===== src/rtl/wcs_pkg.sv =====
package wcs_pkg;

    localparam int COUNT_BITS_DEFAULT = 8;

    localparam int CFG_DATA_BITS  = 8;
    localparam int CFG_INDEX_BITS = 3;

    typedef enum logic [CFG_INDEX_BITS-1:0] {
        REG_SOAK_TICKS   = 3'd0,
        REG_WASH_TICKS   = 3'd1,
        REG_DRAIN_TICKS  = 3'd2,
        REG_SPIN_TICKS   = 3'd3,
        REG_RINSE_TICKS  = 3'd4,
        REG_RINSE_ROUNDS = 3'd5
    } cfg_index_t;

    typedef enum logic [3:0] {
        ST_IDLE   = 4'd0,
        ST_FILL   = 4'd1,
        ST_SOAK   = 4'd2,
        ST_WASH   = 4'd3,
        ST_DRAIN  = 4'd4,
        ST_SPIN   = 4'd5,
        ST_REFILL = 4'd6,
        ST_RINSE  = 4'd7,
        ST_DONE   = 4'd8
    } stage_t;

    localparam logic [7:0] PORT_OFF   = 8'h00;
    localparam logic [7:0] PORT_VALVE = 8'h01;
    localparam logic [7:0] PORT_SOAK  = 8'h02;
    localparam logic [7:0] PORT_DRAIN = 8'h04;
    localparam logic [7:0] PORT_DONE  = 8'h20;

    localparam logic [7:0] ROTOR_RESET = 8'h01;

    localparam logic [7:0] SOAK_TICKS_RESET   = 8'd50;
    localparam logic [7:0] WASH_TICKS_RESET   = 8'd50;
    localparam logic [7:0] DRAIN_TICKS_RESET  = 8'd20;
    localparam logic [7:0] SPIN_TICKS_RESET   = 8'd60;
    localparam logic [7:0] RINSE_TICKS_RESET  = 8'd40;
    localparam logic [3:0] RINSE_ROUNDS_RESET = 4'd2;

endpackage


===== src/rtl/washer_cycle_sequencer_top.sv =====
// Washer cycle sequencer. Each accepted item is one tick with the active-low
// start and tub-full sensor bits; each tick yields exactly one result item with
// the output port byte, the stage after the tick and the short-wait flag. The
// next-state and port logic is a single combinational pass from the state
// registers and the input ports into the result register, so one item is taken
// every cycle and its result appears in the cycle after; a waiting result does not
// block the next tick as long as the result side takes it in the same cycle.
// Timed stages count COUNT_BITS-bit ticks; a count register written as zero
// gives 2^COUNT_BITS ticks. The done stage is held until reset.
module washer_cycle_sequencer_top
    import wcs_pkg::*;
#(
    parameter int COUNT_BITS = COUNT_BITS_DEFAULT
) (
    input  logic                      aclk,
    input  logic                      aresetn,
    input  logic                      cfg_wr_en,
    input  logic [CFG_INDEX_BITS-1:0] cfg_index,
    input  logic [CFG_DATA_BITS-1:0]  cfg_wdata,
    input  logic                      s_valid,
    output logic                      s_ready,
    input  logic                      s_start_low,
    input  logic                      s_full_low,
    output logic                      m_valid,
    input  logic                      m_ready,
    output logic [7:0]                m_port_byte,
    output logic [3:0]                m_stage_now,
    output logic                      m_short_wait
);

    typedef logic [COUNT_BITS-1:0] tick_t;

    logic [7:0] soak_ticks_reg, wash_ticks_reg, drain_ticks_reg;
    logic [7:0] spin_ticks_reg, rinse_ticks_reg;
    logic [3:0] rinse_rounds_reg;

    stage_t     stage_reg, stage_next;
    tick_t      tick_reg, tick_next, tick_dec;
    logic [7:0] rotor_reg, rotor_next, rotor_shift;
    logic       blink_reg, blink_next;
    logic [3:0] rounds_reg, rounds_next;
    logic [7:0] port_raw, port_next;
    logic       count_done;

    logic       m_valid_reg;
    logic [7:0] port_reg;
    stage_t     stage_out_reg;
    logic       short_reg;

    logic       accept;

    assign s_ready      = !m_valid_reg || m_ready;
    assign accept       = s_valid && s_ready;
    assign m_valid      = m_valid_reg;
    assign m_port_byte  = port_reg;
    assign m_stage_now  = stage_out_reg;
    assign m_short_wait = short_reg;

    always_ff @(posedge aclk) begin
        if (!aresetn) begin
            soak_ticks_reg   <= SOAK_TICKS_RESET;
            wash_ticks_reg   <= WASH_TICKS_RESET;
            drain_ticks_reg  <= DRAIN_TICKS_RESET;
            spin_ticks_reg   <= SPIN_TICKS_RESET;
            rinse_ticks_reg  <= RINSE_TICKS_RESET;
            rinse_rounds_reg <= RINSE_ROUNDS_RESET;
        end else if (cfg_wr_en) begin
            case (cfg_index)
                REG_SOAK_TICKS:   soak_ticks_reg   <= cfg_wdata;
                REG_WASH_TICKS:   wash_ticks_reg   <= cfg_wdata;
                REG_DRAIN_TICKS:  drain_ticks_reg  <= cfg_wdata;
                REG_SPIN_TICKS:   spin_ticks_reg   <= cfg_wdata;
                REG_RINSE_TICKS:  rinse_ticks_reg  <= cfg_wdata;
                REG_RINSE_ROUNDS: rinse_rounds_reg <= cfg_wdata[3:0];
                default: ;
            endcase
        end
    end

    // Decrement first; the exit tick is the one that reaches zero.
    assign tick_dec    = tick_reg - tick_t'(1);
    assign count_done  = (tick_dec == '0);
    assign rotor_shift = {rotor_reg[6:0], 1'b0};

    always_comb begin
        stage_next  = stage_reg;
        tick_next   = tick_reg;
        rotor_next  = rotor_reg;
        rounds_next = rounds_reg;
        port_raw    = PORT_OFF;
        case (stage_reg)
            ST_IDLE: begin
                if (!s_start_low) begin
                    stage_next  = ST_FILL;
                    port_raw    = PORT_VALVE;
                    rounds_next = rinse_rounds_reg;
                end
            end
            ST_FILL: begin
                if (!s_full_low) begin
                    stage_next = ST_SOAK;
                    port_raw   = PORT_SOAK;
                    tick_next  = COUNT_BITS'(soak_ticks_reg);
                end else begin
                    port_raw = PORT_VALVE;
                end
            end
            ST_SOAK: begin
                tick_next = tick_dec;
                if (count_done) begin
                    stage_next = ST_WASH;
                    tick_next  = COUNT_BITS'(wash_ticks_reg);
                end else begin
                    port_raw = PORT_SOAK;
                end
            end
            ST_WASH: begin
                tick_next = tick_dec;
                if (count_done) begin
                    stage_next = ST_DRAIN;
                    port_raw   = PORT_DRAIN;
                    tick_next  = COUNT_BITS'(drain_ticks_reg);
                end else begin
                    rotor_next = (rotor_shift == '0) ? ROTOR_RESET : rotor_shift;
                    port_raw   = rotor_next;
                end
            end
            ST_DRAIN: begin
                tick_next = tick_dec;
                if (count_done) begin
                    stage_next = ST_SPIN;
                    tick_next  = COUNT_BITS'(spin_ticks_reg);
                end else begin
                    port_raw = PORT_DRAIN;
                end
            end
            ST_SPIN: begin
                tick_next = tick_dec;
                if (count_done) begin
                    if (rounds_reg != '0) begin
                        rounds_next = rounds_reg - 4'd1;
                        stage_next  = ST_REFILL;
                    end else begin
                        stage_next = ST_DONE;
                    end
                end else begin
                    rotor_next = (rotor_shift == '0) ? ROTOR_RESET : rotor_shift;
                    port_raw   = rotor_next;
                end
            end
            ST_REFILL: begin
                if (!s_full_low) begin
                    stage_next = ST_RINSE;
                    rotor_next = (rotor_shift == '0) ? ROTOR_RESET : rotor_shift;
                    port_raw   = rotor_next;
                    tick_next  = COUNT_BITS'(rinse_ticks_reg);
                end else begin
                    port_raw = PORT_VALVE;
                end
            end
            ST_RINSE: begin
                tick_next = tick_dec;
                if (count_done) begin
                    stage_next = ST_DRAIN;
                    tick_next  = COUNT_BITS'(drain_ticks_reg);
                end else begin
                    rotor_next = (rotor_shift == '0) ? ROTOR_RESET : rotor_shift;
                    port_raw   = rotor_next;
                end
            end
            ST_DONE: begin
                port_raw = PORT_DONE;
            end
            default: ;
        endcase

        // Blink on even stages and fill: dark on every other such tick.
        blink_next = blink_reg;
        port_next  = port_raw;
        if (!stage_next[0] || stage_next == ST_FILL) begin
            blink_next = !blink_reg;
            if (!blink_next) begin
                port_next = PORT_OFF;
            end
        end
    end

    always_ff @(posedge aclk) begin
        if (!aresetn) begin
            stage_reg   <= ST_IDLE;
            tick_reg    <= '0;
            rotor_reg   <= ROTOR_RESET;
            blink_reg   <= 1'b0;
            rounds_reg  <= '0;
            m_valid_reg <= 1'b0;
        end else begin
            if (accept) begin
                stage_reg   <= stage_next;
                tick_reg    <= tick_next;
                rotor_reg   <= rotor_next;
                blink_reg   <= blink_next;
                rounds_reg  <= rounds_next;
                m_valid_reg <= 1'b1;
            end else if (m_ready) begin
                m_valid_reg <= 1'b0;
            end
        end
    end

    always_ff @(posedge aclk) begin
        if (accept) begin
            port_reg      <= port_next;
            stage_out_reg <= stage_next;
            short_reg     <= (stage_next == ST_SPIN);
        end
    end

endmodule


===== config.mk =====
export PLATFORM = sky130hd
export DESIGN_NAME = washer_cycle_sequencer_top
export DESIGN_NICKNAME = d
export VERILOG_FILES = /design/src/rtl/wcs_pkg.sv /design/src/rtl/washer_cycle_sequencer_top.sv
export SDC_FILE = /design/constraint.sdc
export NUM_CORES = 1
export LEC_CHECK = 0
export BUFFER_PORTS_ARGS = -buffer_cell sky130_fd_sc_hd__buf_2
export CORE_UTILIZATION = 60
export DETAILED_ROUTE_END_ITERATION = 8
export MAX_ROUTING_LAYER = met4
export PLACE_DENSITY = 0.91
export SLEW_MARGIN = 20
export SYNTH_ARGS = -nofsm -noshare
export SYNTH_HDL_FRONTEND = slang
export SYNTH_SLANG_ARGS = --single-unit

===== constraint.sdc =====
create_clock -name aclk -period 3.5 [get_ports aclk]
set_clock_uncertainty 0.05 [all_clocks]
set_input_delay 0.525 -clock aclk [delete_from_list [all_inputs] [get_ports aclk]]
set_output_delay 0.525 -clock aclk [all_outputs]
set_load 0.05 [all_outputs]

==> qor.csv <==
stage,metric,value,unit
grt,grt_pass1_vias,3885,
synthesis,syn_area,4360,um2
place,dp_hpwl,8390,um
die,ios,33,
synthesis,synth-seq-cells,82,
die,start_util,0.631,
status,status,completed,
route,dr.pass1.iters,9,
route,vias_per_cell,6.58,
synthesis,yosysTopAreaCellShare,0.317,
sta,hold_viol_final,0,
setup_path,end_kind,flop,
clock_tree,cts_tree,built,
grt,antenna_found_initial,0,
clock_tree,postCtsSetupBuffers,0,
synthesis,syn_avg_cell_area,8.07,um2
clock_tree,numCtsBuffers,9,
route,vias,4333,
finish,drive_above_1_share,0.131,
sta,max-slew-margin-rel,0.353,
setup_path,startpoint_type,flop,
clock_tree,cts_hold_buf,0,
synthesis,ys_types,71,
synthesis,synth_commonest_cells,"nand2_1 (111), dfxtp_1 (69), a21oi_1 (51)",
synthesis,synth-async-reset-ratio,0,
synthesis,yosysSeqAreaShare,0.406,
grt,overflow,0,
route,wire_per_inst,18.7,um
power,total_power,2.10,mW
grt,grt_start_max_net_pins,36,
sta,rsz0062_at_grt,false,
synthesis,synth_area_leaders,"dfxtp_1 (32%), nand2_1 (9.6%), edfxtp_1 (9.0%)",
sta,timing.final.crit_period,3.11,ns
synthesis,yosys_warnings,0,
sta,tightestPinTransition,0.963,ns
finish,fin_util,0.693,
sta,tns,0,ns
job,max_cap_violations,0,
route,wl,12300,um
place,numPortBuffers,32,
min_path,hp-class,input port to flop,
grt,grt_pass1_wl,19600,um
sta,drv_slew,0,
die,die_x,87.3,um
clock_tree,clock_latency,0.38,ns
sta,fmax,0.322,GHz
setup_path,crit_required,3.72,ns
clock_tree,clk_pin_slew,0.09,ns
die,die_y,87.3,um
finish,final_area,4790,um2
die,num_rows,30,
clock_tree,cts.repair.resized,0,
clock_tree,cts_max_level,3,
power,vdd_drop_max,318,uV
finish,diodes,0,
clock_tree,cts.sinks,82,
place,dpl_cell_area,4570,um2
setup_path,crit_fanout,11,
route,drcViolationCount,0,
route,drt.antenna.violating_nets,0,
route,drt_iter0_drc,750,
setup_path,cp.arrival,3.33,ns
power,p_leak,1.83,nW
clock_tree,clockRootBuffer,clkbuf_8,
synthesis,synth_area_leader_cell,dfxtp_1,
finish,fin_nets,579,
grt,grtUsageTotal,0.353,
place,globalplace.congestion,0.983,
finish,area_delta_synth_final,9.78,%
power,power_density,438,nW/um2
die,core,6910,um2
clock_tree,cts.path.max_buffers,2,
synthesis,dominantRegCellSynth,dfxtp_1,
synthesis,synth_most_common_cell,nand2_1,
synthesis,syn-instance-count,540,
sta,setup_viol,0,
setup_path,crit_type,flop to flop,
synthesis,synth-edff-count,13,
sta,period_share,0.888,
sta,hold-worst-slack,0.335,ns
die,dieArea,7610,um2
synthesis,syn-num-nets,561,
## metrics by stage
stage | setup WS [ns] | instances
floorplan | 0.870 | 540
global placement | 0.688 | 643
detailed placement | 0.512 | 643
CTS | 0.491 | 659
global route | 0.0920 | 659
finish | 0.393 | 659
## report_power, final
part,switching [mW],internal [mW]
sequential,0.0322,0.990
combinational,0.218,0.112
clock,0.371,0.376
total,0.621,1.48
## layout make-up
type	instances	area, um2
well taps	96	120
fillers	584	2120
repair buffers	43	243
clock inverters	5	61.3
multi-input cells	408	2390
inverters	14	52.6
clock buffers	11	153
flip-flops and latches	82	1770
## worst paths after layout
check	slack [ns]	cells after the start	from	endpoint
worst max-delay path	0.39	7	tick_reg[0]	rounds_reg[3]
worst min-delay path	0.34	3	s_valid	m_valid
worst max register to register	0.39	7	tick_reg[0]	rounds_reg[3]
worst min register to register	0.41	2	soak_ticks_reg[6]	soak_ticks_reg[6]
## worst max-delay path: stages (launching register included)
cell and delay [ns]:
dfxtp_1 0.48, inv_1 0.15, ha_1 0.28, o41ai_2 0.47, nand4b_1 0.43, nor2_2 0.56
o21ai_1 0.25, o32ai_1 0.33
## cells in the final DEF (no fill, tap or decap), drive strengths merged, types with 4 or more instances in the layout
cell type  Yosys  final
edfxtp        13     13
o21ai         29     29
a222oi         4      4
o31ai          4      4
nand2        112    112
buf            7     43
nor2b          9      9
nor3b          5      5
a22oi          4      4
nand4          4      4
or3            4      4
nor2          33     33
nor3          10     10
xnor2          7      7
inv           13     13
xor2           4      4
a21oi         51     51
nor4           5      5
a31oi         10     10
and3           5      5
dfxtp         69     69
nand2b        10     10
clkbuf        29     11
mux2i         14     14
nand3         22     22
nor4b          5      5
clkinv         1      5
## metal layers
| metal | global-route usage | up-vias | share of wire |
|---|---|---|---|
| li1 | - | 1959 | - |
| met1 | 0.436 | 2025 | 0.40 |
| met2 | 0.550 | 284 | 0.47 |
| met3 | 0.0768 | 65 | 0.10 |
| met4 | 0.164 | 0 | 0.039 |
| met5 | - | - | 0 |
## logic make-up (layout without fill, tap and decap cells)
family                   after synthesis  after routing  synth area share
XOR/XNOR                              11             11            0.0281
flip-flops                            82             82             0.406
AND/OR/NAND/NOR                      240            240             0.267
multiplexers                          14             14            0.0321
buffers and inverters                 50             73            0.0479
AO/OA/AOI/OAI                        140            140             0.210
adder cells (fa/ha/maj)                3              3           0.00861
Note: power is estimated with default switching activity, not from simulation.
